$ cat config.mk
export PLATFORM = sky130hd
export DESIGN_NAME = zts_ctrl
export DESIGN_NICKNAME = d
export VERILOG_FILES = /design/src/hw/rtl/zts_pkg.sv /design/src/hw/rtl/zts_ctrl.sv
export SDC_FILE = /design/constraint.sdc
export NUM_CORES = 1
export LEC_CHECK = 0
export BUFFER_PORTS_ARGS = -buffer_cell sky130_fd_sc_hd__buf_2
export CAP_MARGIN = 10
export CORE_MARGIN = 2
export CORE_UTILIZATION = 54
export CTS_CLUSTER_SIZE = 8
export DETAILED_ROUTE_END_ITERATION = 6
export PLACE_DENSITY = 0.76
export SKIP_LAST_GASP = 1
export SYNTH_ARGS = -nofsm -noshare
export SYNTH_HDL_FRONTEND = slang
export SYNTH_SLANG_ARGS = --single-unit
$ cat constraint.sdc
create_clock -name i_clk -period 2.8 [get_ports i_clk]
set_clock_uncertainty 0.1 [all_clocks]
set_input_delay 0.42 -clock i_clk [delete_from_list [all_inputs] [get_ports i_clk]]
set_output_delay 0.42 -clock i_clk [all_outputs]
set_load 0.005 [all_outputs]
$ cat src/hw/rtl/zts_pkg.sv
// shared types, codes and constants for the torus point shader
// no dependencies; imported by the sequencer, the datapath and the top level
package zts_pkg;

    localparam int MUL_W      = 24;
    localparam int PROD_W     = 2 * MUL_W;
    localparam int ACC_W      = 58;
    localparam int COORD_FRAC = 38;
    localparam int DEPTH_W    = 16;
    localparam int SHADE_W    = 4;
    localparam int WORD_W     = DEPTH_W + SHADE_W;
    localparam int DIV_STEPS  = 17;
    localparam int QUO_W      = DIV_STEPS;
    localparam int CNT_W      = $clog2(DIV_STEPS);

    localparam logic [MUL_W-1:0]   DIV_REM_INIT = MUL_W'(8192);
    localparam logic [MUL_W-1:0]   Z_SAT_LIMIT  = MUL_W'(16384);
    localparam logic [SHADE_W-1:0] BLANK_SHADE  = 4'd12;
    localparam logic [SHADE_W-1:0] SHADE_MAX    = 4'd11;
    localparam logic [WORD_W-1:0]  CLEAR_WORD   = {{DEPTH_W{1'b0}}, BLANK_SHADE};
    localparam logic [6:0]         GLYPH_SPACE  = 7'h20;

    localparam logic [2:0] CFG_COS_ROT_A   = 3'd0;
    localparam logic [2:0] CFG_SIN_ROT_A   = 3'd1;
    localparam logic [2:0] CFG_COS_ROT_B   = 3'd2;
    localparam logic [2:0] CFG_SIN_ROT_B   = 3'd3;
    localparam logic [2:0] CFG_TUBE_RADIUS = 3'd4;
    localparam logic [2:0] CFG_RING_RADIUS = 3'd5;
    localparam logic [2:0] CFG_VIEW_DIST   = 3'd6;
    localparam logic [2:0] CFG_PROJ_SCALE  = 3'd7;

    // one multiply per micro-op, in issue order
    typedef enum logic [5:0] {
        M_NONE, M_CX, M_CY, M_CBCP, M_SASB, M_SASB_SP, M_CASB, M_X1, M_X2,
        M_SBCP, M_SACB, M_SACB_SP, M_CACB, M_Y1, M_Y2, M_CACX, M_Z1, M_Z2,
        M_CPCT, M_L1, M_CACT, M_L2, M_L3, M_CAST, M_CTSA, M_CTSA_SP, M_L4,
        M_SCALE, M_PX_LO, M_PX_HI, M_PY_LO, M_PY_HI, M_ADDR, M_RADDR
    } t_mop;

    typedef enum logic [3:0] {
        S_CLEAR, S_IDLE, S_OP, S_ZCHK, S_DIV, S_COLCHK, S_ROWCHK, S_RD, S_RDW, S_OUT
    } t_state;

    typedef struct packed {
        t_mop mop;
        logic capture;
        logic div_init;
        logic div_step;
        logic col_chk;
        logic row_chk;
        logic ram_rd;
        logic ram_wr_plot;
        logic ram_wr_clr;
        logic out_load;
        logic clr_step;
    } t_cmd;

    typedef struct packed {
        logic clear_last;
        logic z_pos;
        logic z_small;
        logic coord_ok;
        logic lum_pos;
        logic nearer;
        logic in_grid;
        logic out_free;
    } t_sts;

    function automatic logic [6:0] glyph_of(input logic [SHADE_W-1:0] shade);
        logic [6:0] g;
        case (shade)
            4'd0:    g = 7'h2E;
            4'd1:    g = 7'h2C;
            4'd2:    g = 7'h2D;
            4'd3:    g = 7'h7E;
            4'd4:    g = 7'h3A;
            4'd5:    g = 7'h3B;
            4'd6:    g = 7'h3D;
            4'd7:    g = 7'h21;
            4'd8:    g = 7'h2A;
            4'd9:    g = 7'h23;
            4'd10:   g = 7'h24;
            4'd11:   g = 7'h40;
            default: g = GLYPH_SPACE;
        endcase
        return g;
    endfunction

endpackage

$ cat src/hw/rtl/zts_ctrl.sv
// sequencer for the torus point shader: clear pass, micro-op issue, divide, store update
// depends on zts_pkg
module zts_ctrl
    import zts_pkg::*;
(
    input  logic i_clk,
    input  logic i_rst_n,
    input  logic i_in_valid,
    input  logic i_kind,
    input  t_sts i_sts,
    output logic o_in_ready,
    output t_cmd o_cmd
);

    t_state            r_state, n_state;
    t_mop              r_op, n_op;
    logic [CNT_W-1:0]  r_cnt, n_cnt;
    logic              r_kind, n_kind;

    always_ff @(posedge i_clk) begin
        if (!i_rst_n) begin
            r_state <= S_CLEAR;
            r_op    <= M_NONE;
            r_cnt   <= '0;
            r_kind  <= 1'b0;
        end else begin
            r_state <= n_state;
            r_op    <= n_op;
            r_cnt   <= n_cnt;
            r_kind  <= n_kind;
        end
    end

    always_comb begin
        n_state = r_state;
        n_op    = r_op;
        n_cnt   = r_cnt;
        n_kind  = r_kind;
        o_cmd   = '0;
        o_cmd.mop = M_NONE;
        case (r_state)
            S_CLEAR: begin
                o_cmd.clr_step = 1'b1;
                if (i_sts.clear_last) n_state = S_IDLE;
            end
            S_IDLE: begin
                if (i_in_valid) begin
                    o_cmd.capture = 1'b1;
                    n_kind  = i_kind;
                    n_state = S_OP;
                    n_op    = i_kind ? M_RADDR : M_CX;
                end
            end
            S_OP: begin
                o_cmd.mop = r_op;
                case (r_op)
                    M_L4:            n_state = S_ZCHK;
                    M_PX_HI:         n_state = S_COLCHK;
                    M_PY_HI:         n_state = S_ROWCHK;
                    M_ADDR, M_RADDR: n_state = S_RD;
                    default:         n_op = t_mop'(r_op + 6'd1);
                endcase
            end
            S_ZCHK: begin
                if (!i_sts.z_pos) begin
                    n_state = S_IDLE;
                end else begin
                    o_cmd.div_init = 1'b1;
                    n_cnt = '0;
                    if (i_sts.z_small) begin
                        n_state = S_OP;
                        n_op    = M_SCALE;
                    end else begin
                        n_state = S_DIV;
                    end
                end
            end
            S_DIV: begin
                o_cmd.div_step = 1'b1;
                if (r_cnt == CNT_W'(DIV_STEPS - 1)) begin
                    n_state = S_OP;
                    n_op    = M_SCALE;
                end else begin
                    n_cnt = r_cnt + CNT_W'(1);
                end
            end
            S_COLCHK: begin
                o_cmd.col_chk = 1'b1;
                if (i_sts.coord_ok) begin
                    n_state = S_OP;
                    n_op    = M_PY_LO;
                end else begin
                    n_state = S_IDLE;
                end
            end
            S_ROWCHK: begin
                o_cmd.row_chk = 1'b1;
                if (i_sts.coord_ok && i_sts.lum_pos) begin
                    n_state = S_OP;
                    n_op    = M_ADDR;
                end else begin
                    n_state = S_IDLE;
                end
            end
            S_RD: begin
                if (r_kind && !i_sts.in_grid) begin
                    n_state = S_OUT;
                end else begin
                    o_cmd.ram_rd = 1'b1;
                    n_state = S_RDW;
                end
            end
            S_RDW: begin
                if (r_kind) begin
                    n_state = S_OUT;
                end else begin
                    o_cmd.ram_wr_plot = i_sts.nearer;
                    n_state = S_IDLE;
                end
            end
            S_OUT: begin
                if (i_sts.out_free) begin
                    o_cmd.out_load   = 1'b1;
                    o_cmd.ram_wr_clr = i_sts.in_grid;
                    n_state = S_IDLE;
                end
            end
            default: n_state = S_IDLE;
        endcase
    end

    assign o_in_ready = (r_state == S_IDLE);

endmodule

After elaboration in Yosys (flattened, before gate mapping) --
Index checks and enable logic that the tools add are counted.
Word-level totals: RAM bits 0, word-level logic and storage cells 83, latch bits 0, ROM bits 0, flip-flop bits (word level) 16, memories 0, output and inout bits 17
Operators by class: multiply operators 0, shift operators 0, bitwise logic cells 0, divide/modulo/power cells 0, add/subtract/negate cells 2, $lt $le $gt $ge 0, multiplexer cells 39, eq/ne operators 26, reduce and logical (&&, ||, !) cells 12
Operators with widths (count):
- $mux W6 | 9
- $pmux W4 S10 | 1
- $pmux W6 S6 | 1
- $mux W4 | 6
- $ne A2 B2 Y1 const B | 10
- $eq A6 B5 Y1 const B | 3
- $eq A4 B3 Y1 const B | 4
- $pmux W4 S4 | 1
- $mux W1 | 13
- $eq A6 B6 Y1 const B | 2
- $mux W5 | 2
- $pmux W5 S2 | 1
- $eq A4 B2 Y1 const B | 2
- $eq A4 B4 Y1 const B | 2
- $mux W2 | 4
- $reduce_and A8 Y1 | 1
- $add A6 B1 Y6 const B | 1
- $reduce_bool A6 Y1 | 1
- $add A5 B1 Y5 const B | 1
- $eq A5 B5 Y1 const B | 1
- $ne A5 B5 Y1 const B | 1
- $reduce_and A5 Y1 | 1
- $reduce_or A5 Y1 | 1
- $eq A4 B1 Y1 const B | 1
- other kinds (8) | 9

Depth between registers and ports, before layout --
depth after elaboration 4, gate-level depth with buffers 7

Least setup slack after synthesis --
OpenSTA, ideal clock, no wires.
path type register to register, from reg r_op[2], to reg r_op[5], slack 0.803 ns, arrival time 1.781 ns, cell stages (with the launch flop) 7, buffers on the path 1, required time 2.584 ns, cell sequence dfxtp_1 > buf_6 > or4b_4 > or2_4 > o22a_4 > and2_4 > o211a_1
Between the ends: word-level cells in the longest chain between the ends 4, elaborated cells between the ends (all ways) 11
Ends and longest elaborated chain:
- start: declaration | RTL line zts_ctrl.sv:16 | t_mop r_op, n_op;
- start signal: assignment | RTL line zts_ctrl.sv:28 | r_op <= n_op;
- branches (longest 4 deep; another with $add A6 B1 Y6)
Several ways; the timed one is not identified. The select of a mux whose other input is x is not followed. A chain may end at the register's enable or synchronous reset.

==> results.yml <==
sta:
  setup_slack_ps: 310
  min_period_ps: 2490
  finalMaxSlewViolations: 0
  hold_viol: 0
  max_freq_ghz: 0.402
  slew_headroom_pct: 46.9
  finalSetupTns_ps: 0
  rsz0062_at_grt: "no"
  tightest_slew_ps: 795
  layout_worst_path_cycle_share_pct: 88.9
  setup_viol: 0
synthesis:
  synth.most_common_cell: "nor2_1"
  synth-seq-cells: 16
  ys_top_cells_by_area: "dfxtp_1 (24%), nor2_1 (6.7%), ha_1 (5.6%)"
  ys_async_sr_fraction_pct: 0
  synthesis.area_um2: 1350
  synthCells: 176
  yosysTopAreaCell: "dfxtp_1"
  synthTopCellsByCount: "nor2_1 (24), dfxtp_1 (16), nand2_1 (16)"
  syn-num-nets: 194
  synth_top_area_share_pct: 23.8
  ys_types: 57
  avgSynthCellArea_um2: 7.66
  yosys_warnings: 0
  synth-edff-count: 0
  ys_seq_area_share_pct: 23.8
  synth_ff_type: "dfxtp_1"
grt:
  overflow: 0
  grt_pass1_wl_um: 5590
  antenna_found_initial: 0
  track_usage_pct: 26.7
  grt_pass1_vias: 1259
  grt_start_max_net_pins: 26
setup_path:
  endpoint: "o_cmd[14]"
  crit_fanout: 16
  rrSetupSlack_ps: 380
  cp_num_buf_inv: 2
  cp-start-kind: "register"
  worstReg2RegStart: "r_state[0]"
  crit_start: "r_state[1]"
  critPathMaxStageDelay_ps: 650
  end_kind: "primary output"
  timing.rr.end: "r_op[2]"
  crit_arrival_ps: 1970
  worstPathRequired_ps: 2280
  cp_top_family: "flip-flops"
  path_depth: 4
  crit_type: "reg2out"
  r2r_cells: 5
  cpMaxStageDelayCell: "dfxtp_1"
  path_cells: "nor4b_4, inv_1, nor2_1, buf_2"
die:
  die_x_um: 54.0
  die_height_um: 54.0
  ios: 29
  core_um2: 2410
  initial_core_util_pct: 55.9
  rows: 18
  dieArea_um2: 2910
placement:
  io_buffers: 28
  dp_hpwl_um: 2520
  gp_congestion: 0.907
  dp_cells: 226
  post-place-ws_ps: 429
final_layout:
  syn_to_final_growth_pct: 12.0
  n_antenna_cell: 0
  layout.cells.non_filler: 229
  nets: 219
  drive_gt1_share_pct: 21.6
  final_core_util_pct: 62.6
clock_network:
  clock_latency_ps: 290
  post_cts_resized: 0
  cts_tree: "yes"
  clock_sinks: 16
  post_cts_buffers: 0
  clk_pin_slew_ps: 100
  hold_buffers: 0
  htreeDepth: 1
  cts.path.max_buffers: 2
  cts_made_buffers: 3
  root_buffer: "clkbuf_4"
job:
  drv_cap: 0
route:
  wl_um: 3400
  vias_per_cell: 6.05
  post_drt_wl_per_cell_um: 14.8
  drc: 0
  via_count: 1386
  drt_iter0_markers: 46
  final_antenna_net_count: 0
  first_pass_iters: 4
pwr:
  leakagePower_uw: 0.000608
  power_uw: 471
  peakVddDrop_mv: 0.268
  power.density_nw_per_um2: 312
status:
  outcome: "completed"
min_path:
  hp-class: "in2reg"
cells in the final DEF (no fill, tap or decap), types with 2 or more instances in the layout:
| master | count |
|---|---|
| and3_1 | 3 |
| nand3_1 | 7 |
| nand4b_1 | 2 |
| dfxtp_1 | 16 |
| ha_1 | 6 |
| o21ai_0 | 10 |
| clkbuf_4 | 3 |
| and2_1 | 2 |
| nand4_1 | 3 |
| o211a_1 | 2 |
| nor3_1 | 4 |
| nand2b_1 | 4 |
| a21o_1 | 3 |
| a32oi_1 | 3 |
| nor2_1 | 24 |
| o31ai_2 | 2 |
| buf_2 | 28 |
| nor2b_1 | 7 |
| a21oi_1 | 8 |
| nor3b_1 | 2 |
| nand2_1 | 16 |
| inv_1 | 8 |
| o21bai_1 | 3 |
worst min-delay path, cell delays in order:
cell     delay, ps
buf_2          110
mux2i_1         70
nor2_1          70
sequential cells by signal, summed over array words and instances (netlist names):
signal / flops
r_cnt: 5
r_kind: 1
r_op: 6
r_state: 4
worst min-delay path by stage:
stage                     endpoint     start  cells past startpoint
after floorplan           r_cnt[3]  r_cnt[3]                      2
after global placement    r_cnt[3]  r_cnt[3]                      2
after detailed placement  r_cnt[3]  r_cnt[3]                      2
after CTS                   r_kind    i_kind                      3
after global routing        r_kind    i_kind                      3
final                       r_kind    i_kind                      3
final cells by class:
cell class,instances,area (µm²)
clock buffer,3,22.5
inverter,9,33.8
timing repair buffer,28,140
sequential,16,320
tap,30,37.5
multi-input combinational,143,955
fill,208,901
metrics by stage:
stage          hold slack [ps]  instance area [µm²]
2_1_floorplan              366                 1350
3_3_place_gp               382                 1490
3_5_place_dp               411                 1490
4_1_cts                    303                 1510
5_1_grt                    340                 1510
6_report                   309                 1510
cell families (layout without fill, tap and decap cells):
group | after synthesis | in the layout | synth area share (%)
AOI/OAI and AO/OA | 49 | 49 | 28.0
muxes | 1 | 1 | 0.743
buffers and inverters | 17 | 40 | 5.38
xor gates and xnor gates | 2 | 2 | 1.30
DFF | 16 | 16 | 23.8
adders and majority gates | 6 | 6 | 5.57
and+or+nand+nor | 85 | 85 | 35.2
power by group:
group          internal, µW  leakage (µW)  switching (µW)
clock                  50.0     0.0000138            75.0
sequential              234      0.000130            19.7
combinational          43.2      0.000465            48.3
total                   328      0.000608             143
per-layer routing:
layer	vias to the layer above	global-route usage [%]	wire length, µm
li1	698	-	-
met1	637	34.1	1490
met2	43	43.5	1660
met3	8	4.17	185
met4	0	12.8	63
met5	-	0	0
Power figures use the tool's default switching activity.
